===== src/act_pkg.sv =====
// shared types, token kinds and character codes for the assembly character tokenizer
// depends on nothing; imported by every module under src
package act_pkg;

    // position and length limits
    localparam int MAX_LINE    = 1024;
    localparam int COL_CAP_INT = ((MAX_LINE - 1) < 1023) ? (MAX_LINE - 1) : 1023;
    localparam logic [9:0]  COL_CAP  = 10'(COL_CAP_INT);
    localparam logic [9:0]  LEN_CAP  = 10'd1023;
    localparam logic [15:0] LINE_CAP = 16'hFFFF;

    // record queue between scanner and output stage, depth a power of two
    localparam int Q_DEPTH = 4;
    localparam int Q_PTR_W = $clog2(Q_DEPTH);

    // token kinds
    localparam logic [3:0] K_MINUS   = 4'd0;
    localparam logic [3:0] K_PLUS    = 4'd1;
    localparam logic [3:0] K_DOLLAR  = 4'd2;
    localparam logic [3:0] K_LPAREN  = 4'd3;
    localparam logic [3:0] K_RPAREN  = 4'd4;
    localparam logic [3:0] K_STOP    = 4'd5;
    localparam logic [3:0] K_COLON   = 4'd6;
    localparam logic [3:0] K_COMMA   = 4'd7;
    localparam logic [3:0] K_COMMENT = 4'd8;
    localparam logic [3:0] K_STRING  = 4'd9;
    localparam logic [3:0] K_CHAR    = 4'd10;
    localparam logic [3:0] K_IDENT   = 4'd11;
    localparam logic [3:0] K_DEC     = 4'd12;
    localparam logic [3:0] K_HEX     = 4'd13;
    localparam logic [3:0] K_END     = 4'd14;
    localparam logic [3:0] K_ERROR   = 4'd15;

    // input item kinds
    localparam logic IN_CHAR = 1'b0;
    localparam logic IN_EOI  = 1'b1;

    // character codes
    localparam logic [7:0] CH_NUL    = 8'h00;
    localparam logic [7:0] CH_TAB    = 8'h09;
    localparam logic [7:0] CH_LF     = 8'h0A;
    localparam logic [7:0] CH_CR     = 8'h0D;
    localparam logic [7:0] CH_SPACE  = 8'h20;
    localparam logic [7:0] CH_DQUOTE = 8'h22;
    localparam logic [7:0] CH_HASH   = 8'h23;
    localparam logic [7:0] CH_DOLLAR = 8'h24;
    localparam logic [7:0] CH_SQUOTE = 8'h27;
    localparam logic [7:0] CH_LPAREN = 8'h28;
    localparam logic [7:0] CH_RPAREN = 8'h29;
    localparam logic [7:0] CH_PLUS   = 8'h2B;
    localparam logic [7:0] CH_COMMA  = 8'h2C;
    localparam logic [7:0] CH_MINUS  = 8'h2D;
    localparam logic [7:0] CH_STOP   = 8'h2E;
    localparam logic [7:0] CH_ZERO   = 8'h30;
    localparam logic [7:0] CH_ONE    = 8'h31;
    localparam logic [7:0] CH_NINE   = 8'h39;
    localparam logic [7:0] CH_COLON  = 8'h3A;
    localparam logic [7:0] CH_UP_A   = 8'h41;
    localparam logic [7:0] CH_UP_F   = 8'h46;
    localparam logic [7:0] CH_UP_X   = 8'h58;
    localparam logic [7:0] CH_UP_Z   = 8'h5A;
    localparam logic [7:0] CH_USCORE = 8'h5F;
    localparam logic [7:0] CH_LO_A   = 8'h61;
    localparam logic [7:0] CH_LO_F   = 8'h66;
    localparam logic [7:0] CH_LO_X   = 8'h78;
    localparam logic [7:0] CH_LO_Z   = 8'h7A;

    typedef struct packed {
        logic       kind;
        logic [7:0] ch;
    } in_item_t;

    typedef struct packed {
        logic [3:0]  token_kind;
        logic [15:0] line;
        logic [9:0]  column;
        logic [9:0]  value_length;
        logic [7:0]  char_value;
        logic        last;
    } out_item_t;

    // what one input item leaves for the back end: one or two tokens
    typedef struct packed {
        logic      two;
        out_item_t tok0;
        out_item_t tok1;
    } tok_rec_t;

    typedef struct packed {
        logic full;
        logic empty;
    } q_status_t;

    function automatic out_item_t mk_tok(logic [3:0] k, logic [15:0] ln, logic [9:0] col,
                                         logic [9:0] len, logic [7:0] cv);
        out_item_t t;
        t.token_kind   = k;
        t.line         = ln;
        t.column       = col;
        t.value_length = len;
        t.char_value   = cv;
        t.last         = 1'b0;
        return t;
    endfunction

endpackage


===== src/act_front.sv =====
// scanner front end: classifies each source byte and updates the scan state
// depends on act_pkg
module act_front import act_pkg::*;
(
    input  logic     clk,
    input  logic     rst_n,
    input  logic     accept,
    input  in_item_t item,
    input  logic     drop_comments,
    output logic     rec_valid,
    output tok_rec_t rec
);

    typedef enum logic [3:0] {
        M_IDLE, M_SKIP, M_COMMENT, M_STRING, M_CHARQ, M_IDENT, M_ZERO, M_DEC, M_HEX
    } mode_t;

    mode_t       mode_reg,  mode_next;
    logic [15:0] line_reg,  line_next;
    logic [9:0]  col_reg,   col_next;
    logic [9:0]  start_reg, start_next;
    logic [9:0]  len_reg,   len_next;

    logic        a_vld, b_vld, taken;
    out_item_t   a_tok, b_tok;
    logic [7:0]  c;
    logic [9:0]  len_grow;
    logic [15:0] end_line;

    function automatic logic is_letter(logic [7:0] x);
        return (x >= CH_LO_A && x <= CH_LO_Z) || (x >= CH_UP_A && x <= CH_UP_Z);
    endfunction

    function automatic logic is_digit(logic [7:0] x);
        return x >= CH_ZERO && x <= CH_NINE;
    endfunction

    function automatic logic is_hex(logic [7:0] x);
        return is_digit(x) || (x >= CH_LO_A && x <= CH_LO_F) || (x >= CH_UP_A && x <= CH_UP_F);
    endfunction

    assign c        = item.ch;
    assign len_grow = (len_reg < LEN_CAP) ? len_reg + 10'd1 : len_reg;
    assign end_line = (col_reg != 10'd0 && line_reg < LINE_CAP) ? line_reg + 16'd1 : line_reg;

    always_comb
    begin
        mode_next  = mode_reg;
        line_next  = line_reg;
        col_next   = col_reg;
        start_next = start_reg;
        len_next   = len_reg;
        taken      = 1'b0;
        b_vld      = 1'b0;
        b_tok      = mk_tok(K_ERROR, line_reg, col_reg, 10'd1, c);

        // pending token closed by this byte or by end of input
        a_vld = 1'b0;
        a_tok = mk_tok(K_IDENT, line_reg, start_reg, len_reg, 8'd0);
        case (mode_reg)
            M_COMMENT:
            begin
                a_vld = !drop_comments;
                a_tok.token_kind = K_COMMENT;
            end
            M_STRING: begin a_vld = 1'b1; a_tok.token_kind = K_STRING; end
            M_IDENT:  begin a_vld = 1'b1; a_tok.token_kind = K_IDENT;  end
            M_ZERO, M_DEC: begin a_vld = 1'b1; a_tok.token_kind = K_DEC; end
            M_HEX:    begin a_vld = 1'b1; a_tok.token_kind = K_HEX;    end
            default:  a_vld = 1'b0;
        endcase

        if (item.kind == IN_EOI)
        begin
            if (mode_reg == M_CHARQ)
            begin
                a_vld = 1'b1;
                a_tok = mk_tok(K_CHAR, line_reg, start_reg, 10'd0, 8'd0);
            end
            b_vld      = 1'b1;
            b_tok      = mk_tok(K_END, end_line, 10'd0, 10'd0, 8'd0);
            mode_next  = M_IDLE;
            line_next  = '0;
            col_next   = '0;
            start_next = '0;
            len_next   = '0;
        end
        else
        begin
            case (mode_reg)
                M_SKIP:
                begin
                    a_vld = 1'b0;
                    if (c != CH_LF) taken = 1'b1;
                    else mode_next = M_IDLE;
                end
                M_CHARQ:
                begin
                    a_vld = 1'b1;
                    a_tok = mk_tok(K_CHAR, line_reg, start_reg,
                                   (c != CH_NUL) ? 10'd1 : 10'd0, c);
                    mode_next = (c == CH_NUL) ? M_SKIP : M_IDLE;
                    taken = 1'b1;
                end
                M_STRING:
                begin
                    if (c == CH_DQUOTE)
                    begin
                        mode_next = M_IDLE;
                        taken = 1'b1;
                    end
                    else if (c == CH_LF || c == CH_NUL)
                        mode_next = M_IDLE;
                    else
                    begin
                        a_vld = 1'b0;
                        len_next = len_grow;
                        taken = 1'b1;
                    end
                end
                M_COMMENT:
                begin
                    if (c == CH_LF || c == CH_NUL)
                        mode_next = M_IDLE;
                    else
                    begin
                        a_vld = 1'b0;
                        len_next = len_grow;
                        taken = 1'b1;
                    end
                end
                M_IDENT:
                begin
                    if (is_letter(c) || is_digit(c) || c == CH_USCORE)
                    begin
                        a_vld = 1'b0;
                        len_next = len_grow;
                        taken = 1'b1;
                    end
                    else
                        mode_next = M_IDLE;
                end
                M_ZERO:
                begin
                    if (c == CH_LO_X || c == CH_UP_X)
                    begin
                        a_vld = 1'b0;
                        mode_next = M_HEX;
                        len_next = 10'd0;
                        taken = 1'b1;
                    end
                    else if (is_hex(c))
                    begin
                        a_vld = 1'b0;
                        mode_next = M_DEC;
                        len_next = len_grow;
                        taken = 1'b1;
                    end
                    else
                        mode_next = M_IDLE;
                end
                M_DEC, M_HEX:
                begin
                    if (is_hex(c))
                    begin
                        a_vld = 1'b0;
                        len_next = len_grow;
                        taken = 1'b1;
                    end
                    else
                        mode_next = M_IDLE;
                end
                default: mode_next = M_IDLE;
            endcase

            // a byte that no pending token took starts afresh
            if (!taken)
            begin
                b_tok = mk_tok(K_ERROR, line_reg, col_reg, 10'd1, 8'd0);
                case (c) inside
                    CH_SPACE, CH_TAB, CH_CR, CH_LF: ;
                    CH_NUL: mode_next = M_SKIP;
                    CH_MINUS:  begin b_vld = 1'b1; b_tok.token_kind = K_MINUS;  end
                    CH_PLUS:   begin b_vld = 1'b1; b_tok.token_kind = K_PLUS;   end
                    CH_DOLLAR: begin b_vld = 1'b1; b_tok.token_kind = K_DOLLAR; end
                    CH_LPAREN: begin b_vld = 1'b1; b_tok.token_kind = K_LPAREN; end
                    CH_RPAREN: begin b_vld = 1'b1; b_tok.token_kind = K_RPAREN; end
                    CH_STOP:   begin b_vld = 1'b1; b_tok.token_kind = K_STOP;   end
                    CH_COLON:  begin b_vld = 1'b1; b_tok.token_kind = K_COLON;  end
                    CH_COMMA:  begin b_vld = 1'b1; b_tok.token_kind = K_COMMA;  end
                    CH_HASH:
                    begin
                        mode_next = M_COMMENT; start_next = col_reg; len_next = 10'd1;
                    end
                    CH_DQUOTE:
                    begin
                        mode_next = M_STRING; start_next = col_reg; len_next = 10'd0;
                    end
                    CH_SQUOTE:
                    begin
                        mode_next = M_CHARQ; start_next = col_reg; len_next = 10'd0;
                    end
                    CH_ZERO:
                    begin
                        mode_next = M_ZERO; start_next = col_reg; len_next = 10'd1;
                    end
                    [CH_LO_A:CH_LO_Z], [CH_UP_A:CH_UP_Z], CH_USCORE:
                    begin
                        mode_next = M_IDENT; start_next = col_reg; len_next = 10'd1;
                    end
                    [CH_ONE:CH_NINE]:
                    begin
                        mode_next = M_DEC; start_next = col_reg; len_next = 10'd1;
                    end
                    default:
                    begin
                        b_vld = 1'b1;
                        b_tok.char_value = c;
                    end
                endcase
            end

            // position bookkeeping, both counts saturate
            if (c == CH_LF)
            begin
                line_next = (line_reg < LINE_CAP) ? line_reg + 16'd1 : line_reg;
                col_next  = 10'd0;
            end
            else if (col_reg < COL_CAP)
                col_next = col_reg + 10'd1;
        end
    end

    always_comb
    begin
        rec_valid = a_vld || b_vld;
        rec.two   = a_vld && b_vld;
        rec.tok0  = a_vld ? a_tok : b_tok;
        rec.tok1  = b_tok;
        rec.tok0.last = !(a_vld && b_vld);
        rec.tok1.last = 1'b1;
    end

    always_ff @(posedge clk or negedge rst_n)
    begin
        if (!rst_n)
        begin
            mode_reg  <= M_IDLE;
            line_reg  <= '0;
            col_reg   <= '0;
            start_reg <= '0;
            len_reg   <= '0;
        end
        else if (accept)
        begin
            mode_reg  <= mode_next;
            line_reg  <= line_next;
            col_reg   <= col_next;
            start_reg <= start_next;
            len_reg   <= len_next;
        end
    end

endmodule


===== src/act_queue.sv =====
// four-entry queue of token records between scanner and output stage
// depends on act_pkg
module act_queue import act_pkg::*;
(
    input  logic      clk,
    input  logic      rst_n,
    input  logic      push,
    input  tok_rec_t  push_data,
    input  logic      pop,
    output tok_rec_t  rd_data,
    output q_status_t status
);

    tok_rec_t             mem_reg [Q_DEPTH];
    logic [Q_PTR_W-1:0]   wr_ptr_reg, rd_ptr_reg;
    logic [Q_PTR_W:0]     count_reg, count_next;
    logic                 do_push, do_pop;

    assign status.full  = (count_reg == (Q_PTR_W+1)'(Q_DEPTH));
    assign status.empty = (count_reg == '0);
    assign do_push      = push && !status.full;
    assign do_pop       = pop && !status.empty;
    assign rd_data      = mem_reg[rd_ptr_reg];

    always_comb
    begin
        count_next = count_reg;
        if (do_push && !do_pop)
            count_next = count_reg + (Q_PTR_W+1)'(1);
        else if (do_pop && !do_push)
            count_next = count_reg - (Q_PTR_W+1)'(1);
    end

    always_ff @(posedge clk)
    begin
        if (do_push)
            mem_reg[wr_ptr_reg] <= push_data;
    end

    always_ff @(posedge clk or negedge rst_n)
    begin
        if (!rst_n)
        begin
            wr_ptr_reg <= '0;
            rd_ptr_reg <= '0;
            count_reg  <= '0;
        end
        else
        begin
            if (do_push)
                wr_ptr_reg <= wr_ptr_reg + Q_PTR_W'(1);
            if (do_pop)
                rd_ptr_reg <= rd_ptr_reg + Q_PTR_W'(1);
            count_reg <= count_next;
        end
    end

endmodule


===== src/act_back.sv =====
// output stage: hands out the one or two tokens of the head record, one beat each
// depends on act_pkg
module act_back import act_pkg::*;
(
    input  logic      clk,
    input  logic      rst_n,
    input  tok_rec_t  head,
    input  q_status_t q_status,
    input  logic      pop,
    output logic      q_pop,
    output logic      empty,
    output out_item_t result
);

    logic sel_reg, sel_next;
    logic beat;

    assign empty  = q_status.empty;
    assign beat   = pop && !q_status.empty;
    assign result = sel_reg ? head.tok1 : head.tok0;
    // record retires on its last token
    assign q_pop  = beat && (sel_reg || !head.two);

    always_comb
    begin
        sel_next = sel_reg;
        if (beat)
            sel_next = !sel_reg && head.two;
    end

    always_ff @(posedge clk or negedge rst_n)
    begin
        if (!rst_n)
            sel_reg <= 1'b0;
        else
            sel_reg <= sel_next;
    end

endmodule


===== src/assembly_char_tokenizer.sv =====
// top level of the assembly character tokenizer: scanner, record queue, output stage
// depends on act_pkg, act_front, act_queue, act_back
//
//  channel  | handshake             | beat carries
//  ---------+-----------------------+-----------------------------------------
//  input    | push / full           | item: kind, ch (one byte or end mark)
//  result   | empty / pop           | result: kind, line, column, length, char
//  config   | cfg_valid / cfg_ready | cfg_data: drop_comments
//
// one input beat per cycle while full is low; the scanner updates its state in the accepting cycle
// and files the one or two tokens that a byte yields as one record in a four-entry queue
// a record of two tokens takes two result beats; the result side sets the rate
// only when inputs average more than one token per byte
// a record reaches the result port once the records ahead of it are read; reset clears scan state,
// queue and the drop_comments register; cfg_ready is always high
// full rises only when four records wait unread
module assembly_char_tokenizer import act_pkg::*;
(
    input  logic      clk,
    input  logic      rst_n,
    input  logic      push,
    output logic      full,
    input  in_item_t  item,
    output logic      empty,
    input  logic      pop,
    output out_item_t result,
    input  logic      cfg_valid,
    output logic      cfg_ready,
    input  logic      cfg_data
);

    logic      drop_reg;
    logic      accept;
    logic      rec_valid;
    tok_rec_t  rec;
    tok_rec_t  head;
    q_status_t q_status;
    logic      q_pop;

    assign cfg_ready = 1'b1;
    assign full      = q_status.full;
    assign accept    = push && !q_status.full;

    // drop_comments register
    always_ff @(posedge clk or negedge rst_n)
    begin
        if (!rst_n)
            drop_reg <= 1'b0;
        else if (cfg_valid && cfg_ready)
            drop_reg <= cfg_data;
    end

    // scanner: classifies bytes and tracks line, column and pending token
    act_front u_front
    (
        .clk           (clk),
        .rst_n         (rst_n),
        .accept        (accept),
        .item          (item),
        .drop_comments (drop_reg),
        .rec_valid     (rec_valid),
        .rec           (rec)
    );

    // decoupling queue, a record only when the byte produced tokens
    act_queue u_queue
    (
        .clk       (clk),
        .rst_n     (rst_n),
        .push      (accept && rec_valid),
        .push_data (rec),
        .pop       (q_pop),
        .rd_data   (head),
        .status    (q_status)
    );

    // output stage
    act_back u_back
    (
        .clk      (clk),
        .rst_n    (rst_n),
        .head     (head),
        .q_status (q_status),
        .pop      (pop),
        .q_pop    (q_pop),
        .empty    (empty),
        .result   (result)
    );

    // a non-final token is always followed by its partner
    a_partner_follows: assert property (@(posedge clk) disable iff (!rst_n)
        (pop && !empty && !result.last) |=> !empty)
        else $error("second token of a record missing");

    // the end token closes its input's results and sits at column zero
    a_end_is_last: assert property (@(posedge clk) disable iff (!rst_n)
        (!empty && result.token_kind == K_END) |->
            (result.last && result.column == 10'd0 && result.value_length == 10'd0))
        else $error("malformed end token");

    // back pressure only while results wait
    a_full_not_empty: assert property (@(posedge clk) disable iff (!rst_n)
        full |-> !empty)
        else $error("full asserted with no results waiting");

endmodule

===== config.mk =====
export PLATFORM = sky130hd
export DESIGN_NAME = assembly_char_tokenizer
export DESIGN_NICKNAME = d
export VERILOG_FILES = /design/src/act_pkg.sv /design/src/act_front.sv /design/src/act_queue.sv /design/src/act_back.sv /design/src/assembly_char_tokenizer.sv
export SDC_FILE = /design/constraint.sdc
export NUM_CORES = 1
export LEC_CHECK = 0
export ABC_AREA = 0
export BUFFER_PORTS_ARGS = -buffer_cell sky130_fd_sc_hd__buf_2
export CORE_MARGIN = 2
export CORE_UTILIZATION = 46
export CTS_BUF_LIST = sky130_fd_sc_hd__clkbuf_8
export DETAILED_ROUTE_END_ITERATION = 10
export PLACE_DENSITY_LB_ADDON = 0.08
export SLEW_MARGIN = 10
export SYNTH_ARGS = -nofsm -noshare
export SYNTH_HDL_FRONTEND = slang
export SYNTH_SLANG_ARGS = --single-unit
export TNS_END_PERCENT = 100

===== constraint.sdc =====
create_clock -name clk -period 5.4 [get_ports clk]
set_input_delay 0.54 -clock clk [delete_from_list [all_inputs] [get_ports clk]]
set_output_delay 0.54 -clock clk [all_outputs]
set_load 0.005 [all_outputs]

==> flow_metrics.py, run 1 <==
metrics = {
    "clock_network": {
        "cts-root-buf": "clkbuf_8",
        "hold_buffers": 0,
        "ctsResizeCount": 0,
        "cts_made_buffers": 68,
        "cts_setup_buffers": 0,
        "cts_tree": "built",
        "clockBufferDepth": 3,
        "clk_pin_slew_worst_paths_ns": 0.05,
        "h-tree-depth": 3,
        "clk_latency_ns": 0.61,
        "cts.sinks": 415,
    },
    "worst_setup_path": {
        "startpoint_type": "flop",
        "path_class": "reg2reg",
        "crit_chain": "and3b_1, o41ai_2, and2_1, o32ai_2, a2111oi_4, o22ai_2, and2_4, buf_4",
        "end_kind": "flop",
        "critPathMaxFanout": 60,
        "cp.required_ns": 5.69,
        "critical_path.slowest_cell": "and2_4",
        "path_delay_family": "simple AND/OR/NAND/NOR gates",
        "ff2ff_path_depth": 8,
        "arrival_ns": 4.26,
        "critPathMaxStageDelay_ns": 0.88,
        "worst-path-stages": 8,
        "critical_path_buf_inv_count": 1,
    },
    "yosys": {
        "synth_top_area_share_pct": 57.5,
        "synth_top_area_cell": "edfxtp_1",
        "synth_fp_nets": 1299,
        "synth_common_cells": "356 x edfxtp_1, 187 x nand2_1, 89 x mux4_2",
        "yosysMostFrequentCell": "edfxtp_1",
        "syn_area_mm2": 0.0186,
        "yosys_most_used_dff": "edfxtp_1",
        "post_synth.cell_area_avg_um2": 14.6,
        "synth_edf_count": 356,
        "yosysSeqAreaShare_pct": 65.4,
        "synth.distinct_cells": 85,
        "synthArstFlopShare_pct": 14.2,
        "yosys_warnings": 0,
        "synth_area_leaders": "edfxtp_1 58%, mux4_2 11%, dfrtp_1 7.9%, nand2_1 3.8%, a21oi_1 1.8%",
        "netlist_instances": 1274,
        "synth-seq-cells": 415,
    },
    "sta": {
        "tightest_slew_ns": 1.08,
        "rsz0062_at_grt": "no",
        "relSlewSlack_pct": 28.1,
        "setup_tns_ns": 0,
        "period_minus_slack_ns": 3.97,
        "hold_ws_ns": 0.136,
        "finalCritPeriodShare_pct": 73.5,
        "setup_viol_count_final": 0,
        "final_hold_viol_count": 0,
        "finalWorstSetupSlack_ns": 1.43,
        "final_max_slew_viol_count": 0,
        "finClkSkew_ns": 0.0325,
        "fmax_mhz": 252,
    },
    "floorplan": {
        "dieWidth_um": 205,
        "dieArea_mm2": 0.0420,
        "core.rowCount": 73,
        "ios": 67,
        "start_util_pct": 46.7,
        "core_area_mm2": 0.0398,
        "dieHeight_um": 205,
    },
    "min_path": {
        "hold_path_class": "in2async",
    },
    "detailed_routing": {
        "drt_iter0_drc": 810,
        "wl_per_cell_um": 22.1,
        "drc_errors": 0,
        "via_count": 10900,
        "drt-pass1-iter-count": 6,
        "drt_wl_total_um": 42500,
        "routed_via_density": 5.68,
        "postRouteAntennaNets": 0,
    },
    "status": {
        "status": "complete, no violations",
    },
    "power": {
        "power_density_mw_per_mm2": 522,
        "intPower_w": 0.00723,
        "seqPwrFrac_pct": 45.2,
        "p_clk_share_pct": 23.1,
        "irDropWorstVdd_uv": 531,
        "combPwrFrac_pct": 31.7,
        "p_sw_w": 0.00356,
        "leakagePower_nw": 7.31,
        "swShare_pct": 33.0,
    },
    "final_layout": {
        "n_fill_cell": 3459,
        "largest_reg_flops": 356,
        "diodes": 0,
        "seqCellArea_mm2": 0.0122,
        "syn_to_final_growth_pct": 11.2,
        "num-nets-final": 1375,
        "drive_gt1_share_pct": 22.5,
        "multi_input_comb_area_mm2": 0.00598,
    },
    "grt": {
        "grt_max_degree": 61,
        "grt.overflow.total": 0,
        "grt_pass1_vias": 11200,
        "grt_pass1_wl_um": 65600,
        "grtUsageTotal_pct": 20.9,
        "antenna_found_initial": 0,
    },
    "placement": {
        "place_ws_ns": 0.897,
        "place.gp.congestion": 0.927,
        "io_buffers": 65,
        "dp_hpwl_um": 26400,
    },
    "run": {
        "drv_cap": 0,
    },
}
-- layout by cell type (no fill, tap or decap), drive strengths merged, types with 4 or more instances in the layout --
| master | n |
|---|---|
| nor3 | 29 |
| a22o | 12 |
| edfxtp | 356 |
| nor4 | 7 |
| mux2 | 15 |
| xnor2 | 23 |
| o211ai | 5 |
| dfrtp | 59 |
| o21a | 4 |
| nand2 | 187 |
| o32ai | 4 |
| nor2b | 12 |
| a41oi | 4 |
| buf | 93 |
| a211oi | 5 |
| a21oi | 69 |
| and2 | 35 |
| clkbuf | 71 |
| xor2 | 22 |
| and3 | 13 |
| mux4 | 89 |
| inv | 46 |
| clkinv | 17 |
| nand4 | 12 |
| nor2 | 43 |
| a21boi | 5 |
| ha | 9 |
| nand3 | 40 |
| nand2b | 9 |
| or2 | 5 |
| o31ai | 5 |
| a31oi | 9 |
| o21ai | 36 |
-- worst paths after layout --
path | startpoint | slack [ns] | endpoint
min | rst_n | 0.14 | u_queue.wr_ptr_reg[0]$_DFFE_PN0P_
min reg2reg | u_queue.count_reg[2]$_DFFE_PN0P_ | 0.51 | u_queue.count_reg[2]$_DFFE_PN0P_
min in group clk | cfg_valid | 0.16 | drop_reg$_DFFE_PN0P_
max reg2reg | u_front.mode_reg[1]$_DFFE_PN0P_ | 1.43 | u_queue.mem_reg[2][32]$_DFFE_PP_
max | u_front.mode_reg[1]$_DFFE_PN0P_ | 1.43 | u_queue.mem_reg[2][32]$_DFFE_PP_
max in group asynchronous | rst_n | 4.57 | u_queue.rd_ptr_reg[1]$_DFFE_PN0P_
-- stage by stage --
step           power [W]  instance area (um^2)  utilization (%)  std cells
3_5_place_dp     0.00845                 19400             48.8       1805
2_1_floorplan    0.00716                 18600                -       1274
4_1_cts           0.0110                 20700             51.9       1924
6_report          0.0108                 20700             51.9       1924
5_1_grt           0.0114                 20700             51.9       1924
3_3_place_gp     0.00842                 19400             48.8       1805
-- cell families (layout without fill, tap and decap cells) --
| family | count (synthesis) | after routing | synth area share [%] |
|---|---|---|---|
| AOI/OAI and AO/OA | 180 | 180 | 6.67 |
| xor gates and xnor gates | 45 | 45 | 2.12 |
| adders and majority gates | 11 | 11 | 0.767 |
| buffers and inverters | 107 | 232 | 2.47 |
| DFF | 415 | 415 | 65.4 |
| muxes | 104 | 104 | 11.7 |
| other | 1 | 1 | 0.0202 |
| and+or+nand+nor | 411 | 411 | 10.8 |
-- metal layers --
metal  track usage (%)  up-vias  part of all wire, %
li1                  -     5011                    -
met1              28.0     5543                   44
met2              34.5      304                   49
met3              3.95       74                  5.0
met4              6.86        0                  2.5
met5                 0        -                    0
-- power by group through the flow --
stage               Sequential (W)  Clock, W  Combinational (W)
floorplan                  0.00468         0            0.00247
global placement           0.00493         0            0.00349
detailed placement         0.00495         0            0.00350
CTS                        0.00489   0.00259            0.00351
global route               0.00497   0.00270            0.00376
finish                     0.00488   0.00249            0.00342
-- final cells by class --
type,count,area share [%]
Clock buffer,71,4.73
Clock inverter,48,1.22
Inverter,20,0.363
Multi-Input combinational cell,752,28.9
Sequential cell,415,58.9
Tap cell,525,3.18
Timing Repair Buffer,93,2.71
Power figures use the tool's default switching activity.
==> inputs of run 2 (changes only) <==
clock period = 4 ns   (was 5.4 ns; I/O delays follow)
==> run 2 against run 1 <==
Via count is 1.2% higher; routed wire length down 1.5%; final cell count rose by 1.3%; power is 37% higher; critical path type is now reg2out; largest cell class unchanged.
==> flow_metrics.py, run 2 (same netlist as run 1, synthesis figures left out) <==
metrics = {
    "floorplan": {
        "ios": 67,
        "dieWidth_um": 205,
        "core_area_mm2": 0.0398,
        "dieHeight_um": 205,
        "start_util_pct": 46.7,
        "dieArea_mm2": 0.0420,
        "core.rowCount": 73,
    },
    "worst_setup_path": {
        "cp.required_ns": 3.60,
        "r2r_slack_ns": 0.62,
        "path_class": "reg2out",
        "startpoint_type": "flop",
        "critPathMaxStageDelay_ns": 0.76,
        "end_kind": "output port",
        "critical_path.slowest_cell": "buf_4",
        "crit_chain": "buf_4, mux4_2, nand2_1, nand2_1, buf_2",
        "r2r_start": "u_front.mode_reg[0]$_DFFE_PN0P_",
        "path_delay_family": "buffers and inverters",
        "critPathMaxFanout": 39,
        "arrival_ns": 3.12,
        "critical_path_buf_inv_count": 2,
        "r2r-end": "u_queue.mem_reg[2][63]$_DFFE_PP_",
        "path_common_cell": "nand2_1",
        "ff2ff_path_depth": 9,
    },
    "final_layout": {
        "diodes": 0,
        "largest_reg_flops": 356,
        "n_fill_cell": 3438,
        "num-nets-final": 1396,
        "seqCellArea_mm2": 0.0122,
        "final_common_cell": "edfxtp_1",
        "layout_common_cells": "356 x edfxtp_1, 187 x nand2_1, 89 x mux4_2",
        "final_area_mm2": 0.0210,
        "multi_input_comb_area_mm2": 0.00598,
        "syn_to_final_growth_pct": 13.0,
        "drive_gt1_share_pct": 23.7,
    },
    "grt": {
        "antenna_found_initial": 0,
        "grtUsageTotal_pct": 20.8,
        "grt_max_degree": 53,
        "grt.overflow.total": 0,
        "grt_pass1_wl_um": 65300,
        "grt_pass1_vias": 11200,
    },
    "power": {
        "combPwrFrac_pct": 32.4,
        "swShare_pct": 32.8,
        "p_sw_w": 0.00483,
        "p_clk_share_pct": 23.5,
        "leakagePower_nw": 7.46,
        "power_density_mw_per_mm2": 702,
        "irDropWorstVdd_uv": 386,
        "seqPwrFrac_pct": 44.1,
        "intPower_w": 0.00992,
    },
    "detailed_routing": {
        "drc_errors": 0,
        "routed_via_density": 5.67,
        "drt-pass1-iter-count": 5,
        "wl_per_cell_um": 21.5,
        "postRouteAntennaNets": 0,
        "drt_wl_total_um": 41900,
        "via_count": 11100,
        "drt_iter0_drc": 821,
    },
    "sta": {
        "fmax_mhz": 284,
        "tightest_slew_ns": 1.04,
        "finalCritPeriodShare_pct": 88.1,
        "final_max_slew_viol_count": 0,
        "finClkSkew_ns": 0.0304,
        "setup_viol_count_final": 0,
        "period_minus_slack_ns": 3.52,
        "rsz0062_at_grt": "no",
        "final_hold_viol_count": 0,
        "setup_tns_ns": 0,
        "relSlewSlack_pct": 30.5,
    },
    "clock_network": {
        "cts_tree": "built",
        "clk_pin_slew_worst_paths_ns": 0.07,
        "cts-root-buf": "clkbuf_8",
        "h-tree-depth": 3,
        "clockBufferDepth": 3,
        "cts_made_buffers": 70,
        "cts.sinks": 415,
        "clk_latency_ns": 0.62,
    },
    "placement": {
        "dp_hpwl_um": 26000,
        "place.gp.congestion": 0.892,
        "place_area_mm2": 0.0197,
        "io_buffers": 65,
    },
    "min_path": {
        "min_to": "u_back.sel_reg$_DFFE_PN0P_",
        "min_path_cells": 4,
        "hold_path_class": "in2reg",
        "min-delay-start": "pop",
    },
    "status": {
        "status": "complete, no violations",
    },
    "run": {
        "drv_cap": 0,
    },
}
run 2: final cells by class:
class                   instances  area share [%]
well taps                     525            3.13
repair buffers                112            3.98
flip-flops and latches        415            58.0
inverters                      20           0.357
clock buffers                  73            4.78
clock inverters                52            1.32
multi-input cells             752            28.5
run 2: power by group through the flow:
stage	Sequential, W	Clock, W	Combinational, W
5_1_grt	0.00661	0.00377	0.00526
4_1_cts	0.00652	0.00358	0.00489
3_3_place_gp	0.00658	0	0.00486
2_1_floorplan	0.00627	0	0.00334
6_report	0.00651	0.00347	0.00477
3_5_place_dp	0.00660	0	0.00487
run 2: repair_timing:
item | 4_1_cts | 5_1_grt
setup buffers | 0 | 0
gates resized for setup | 0 | 0
hold buffers | 3 | 0
endpoints found under the hold margin | 60 | 0
run 2: tightest hold or removal path: cells and delay by family:
family                 cells  cell delay (ns)
AND/OR/NAND/NOR            3             0.28
buffers and inverters      1             0.08
run 2: worst max path at each step:
stage                                      startpoint                                to  slack, ns  depth (start not counted)
finish              u_queue.rd_ptr_reg[0]$_DFFE_PN0P_                         result[7]       0.48                          5
global route        u_queue.rd_ptr_reg[0]$_DFFE_PN0P_                         result[7]       0.21                          5
CTS                 u_queue.rd_ptr_reg[0]$_DFFE_PN0P_                         result[7]       0.35                          5
detailed placement                            item[4]  u_queue.mem_reg[1][60]$_DFFE_PP_       0.31                         10
global placement                              item[5]  u_queue.count_reg[2]$_DFFE_PN0P_       0.35                         13
floorplan                                     item[0]   u_queue.mem_reg[0][0]$_DFFE_PP_       0.09                          8
run 2: per-layer routing:
layer | up-vias | wire length (um) | track usage (%) | part of all wire [%]
met5 | - | 0 | 0 | 0
met4 | 0 | 912 | 7.32 | 2.2
met3 | 62 | 2290 | 4.34 | 5.5
met2 | 313 | 19600 | 32.3 | 47
met1 | 5623 | 19100 | 29.1 | 46
li1 | 5062 | - | - | -
run 2: per-stage QoR:
step / power (W) / instances / hold WS (ns) / utilization, % / setup WS, ns
3_5_place_dp: 0.0115 / 1821 / 0.478 / 49.4 / 0.307
5_1_grt: 0.0156 / 1949 / 0.146 / 52.7 / 0.213
2_1_floorplan: 0.00962 / 1274 / 0.104 / - / 0.0910
6_report: 0.0148 / 1949 / 0.163 / 52.7 / 0.476
3_3_place_gp: 0.0114 / 1821 / 0.480 / 49.4 / 0.351
4_1_cts: 0.0150 / 1949 / 0.109 / 52.7 / 0.346
==> inputs of run 3 (changes only) <==
CELL_PAD_IN_SITES_DETAIL_PLACEMENT = 0   (was unset)
CELL_PAD_IN_SITES_GLOBAL_PLACEMENT = 1   (was unset)
==> run 3 against run 2 <==
Core utilization grew 0.16 points; worst hold slack lost 0.036 ns; die area is the same; clock power shrank 1%; final area grew 0.30%; combinational power grew 2%; worst setup slack gained 0.13 ns; global-route usage grew 0.42 points; maximum frequency grew 3.9%; largest power group unchanged.
==> flow_metrics.py, run 3 (same netlist as run 1, synthesis figures left out) <==
metrics = {
    "clock_network": {
        "h-tree-depth": 3,
        "cts_tree": "built",
        "clockBufferDepth": 3,
        "cts_made_buffers": 70,
        "ctsResizeCount": 0,
        "cts-root-buf": "clkbuf_8",
        "cts.sinks": 415,
        "clk_latency_ns": 0.61,
        "clk_pin_slew_worst_paths_ns": 0.06,
    },
    "sta": {
        "finalCritPeriodShare_pct": 84.8,
        "finClkSkew_ns": 0.0174,
        "setup_tns_ns": 0,
        "rsz0062_at_grt": "no",
        "fmax_mhz": 295,
        "setup_viol_count_final": 0,
        "final_max_slew_viol_count": 0,
        "relSlewSlack_pct": 49.9,
        "finalWorstSetupSlack_ns": 0.609,
        "final_hold_viol_count": 0,
        "tightest_slew_ns": 0.751,
        "period_minus_slack_ns": 3.39,
    },
    "worst_setup_path": {
        "path_class": "reg2reg",
        "crit_chain": "ha_1, nand3_1, nor4_1, nand3_1, and3_1, a21boi_1, mux2_1",
        "critPathMaxStageDelay_ns": 0.62,
        "arrival_ns": 3.73,
        "end_kind": "flop",
        "critPathMaxFanout": 17,
        "startpoint_type": "flop",
        "path_common_cell": "nand3_1",
        "critical_path.slowest_cell": "nor4_1",
        "cp.required_ns": 4.33,
    },
    "grt": {
        "use_met1_pct": 29.0,
        "grt_util_met3_pct": 4.12,
        "grt_pass1_wl_um": 66800,
        "antenna_found_initial": 0,
        "grt_pass1_vias": 11500,
        "grtUsageTotal_pct": 21.2,
        "use_met2_pct": 34.5,
        "grt_max_degree": 90,
        "grt.overflow.total": 0,
        "grt-busiest-layer": "met2",
    },
    "detailed_routing": {
        "postRouteAntennaNets": 0,
        "via_count": 11000,
        "wl_per_cell_um": 21.7,
        "drt-pass1-iter-count": 5,
        "drt_iter0_drc": 735,
        "drc_errors": 0,
        "drt_wl_total_um": 42400,
        "routed_via_density": 5.64,
    },
    "placement": {
        "dp_hpwl_um": 26200,
        "place.gp.congestion": 0.843,
        "io_buffers": 65,
        "place_ws_ns": 0.356,
    },
    "power": {
        "leakagePower_nw": 7.49,
        "irDropWorstVdd_uv": 571,
        "power_density_mw_per_mm2": 699,
    },
    "run": {
        "drv_cap": 0,
    },
    "status": {
        "status": "complete, no violations",
    },
    "floorplan": {
        "dieHeight_um": 205,
        "start_util_pct": 46.7,
        "ios": 67,
        "core.rowCount": 73,
        "core_area_mm2": 0.0398,
        "dieWidth_um": 205,
        "dieArea_mm2": 0.0420,
    },
    "final_layout": {
        "num-nets-final": 1401,
        "final_common_cell": "edfxtp_1",
        "multi_input_comb_area_mm2": 0.00598,
        "drive_gt1_share_pct": 23.9,
        "diodes": 0,
        "syn_to_final_growth_pct": 13.3,
        "layout_common_cells": "356 x edfxtp_1, 187 x nand2_1, 89 x mux4_2",
        "largest_reg_flops": 356,
        "n_fill_cell": 3404,
        "seqCellArea_mm2": 0.0122,
    },
    "min_path": {
        "hold_path_class": "in2async",
    },
}
==> run 3: cell count changes in the layout (fill, tap and decap cells not counted), sizes merged <==
cell / delta
bufinv: -1
buf: +5
clkinv: -2
clkbuf: -1
inv: +6
==> run 3: repair_timing <==
item,4_1_cts,5_1_grt
hold endpoints to repair,60,0
hold buffers,3,0
setup buffers,0,0
==> run 3: metrics by stage <==
| step | power, W | util (%) | cell area, um^2 | hold WS (ns) | cells |
|---|---|---|---|---|---|
| 3_5_place_dp | 0.0115 | 49.6 | 19800 | 0.220 | 1826 |
| 6_report | 0.0147 | 52.9 | 21100 | 0.127 | 1956 |
| 4_1_cts | 0.0150 | 52.9 | 21100 | 0.0789 | 1956 |
| 5_1_grt | 0.0157 | 52.9 | 21100 | 0.0992 | 1956 |
| 2_1_floorplan | 0.00962 | - | 18600 | 0.104 | 1274 |
| 3_3_place_gp | 0.0115 | 49.6 | 19800 | 0.214 | 1826 |
==> run 3: worst paths after layout <==
kind / from / end / cells past startpoint / slack, ns
max reg2reg: u_front.line_reg[0]$_DFFE_PN0P_ / u_queue.mem_reg[2][78]$_DFFE_PP_ / 7 / 0.61
max: u_front.line_reg[0]$_DFFE_PN0P_ / u_queue.mem_reg[2][78]$_DFFE_PP_ / 7 / 0.61
min in group clk: pop / u_back.sel_reg$_DFFE_PN0P_ / 4 / 0.21
min reg2reg: u_queue.count_reg[2]$_DFFE_PN0P_ / u_queue.count_reg[2]$_DFFE_PN0P_ / 1 / 0.49
max in group asynchronous: rst_n / u_queue.rd_ptr_reg[1]$_DFFE_PN0P_ / 3 / 3.08
min: rst_n / u_front.start_reg[5]$_DFFE_PN0P_ / 2 / 0.13
==> run 3: report_power, final <==
| part | leakage [nW] | internal, W | switching (W) | total [W] |
|---|---|---|---|---|
| registers | 3.99 | 0.00599 | 0.000456 | 0.00645 |
| logic | 2.77 | 0.00214 | 0.00270 | 0.00485 |
| clock network | 0.737 | 0.00175 | 0.00168 | 0.00343 |
==> run 3: worst max-delay path, delay by kind of cell (launching register included) <==
| family | cells | cell delay [ns] |
|---|---|---|
| simple gates | 4 | 1.67 |
| flops | 1 | 0.49 |
| mux | 1 | 0.40 |
| compound gates | 1 | 0.29 |
| fa+ha+maj | 1 | 0.25 |
==> run 3: per-layer routing <==
| layer | share of wire (%) | up-vias |
|---|---|---|
| met5 | 0 | - |
| met2 | 48 | 241 |
| met4 | 1.9 | 0 |
| li1 | - | 5083 |
| met1 | 45 | 5630 |
| met3 | 4.7 | 71 |
==> run 3: cell type report <==
class | count | share of cell area (%)
Sequential cell | 415 | 57.8
Tap cell | 525 | 3.12
Inverter | 20 | 0.356
Multi-Input combinational cell | 752 | 28.4
Clock inverter | 55 | 1.32
Clock buffer | 72 | 4.70
Timing Repair Buffer | 117 | 4.32
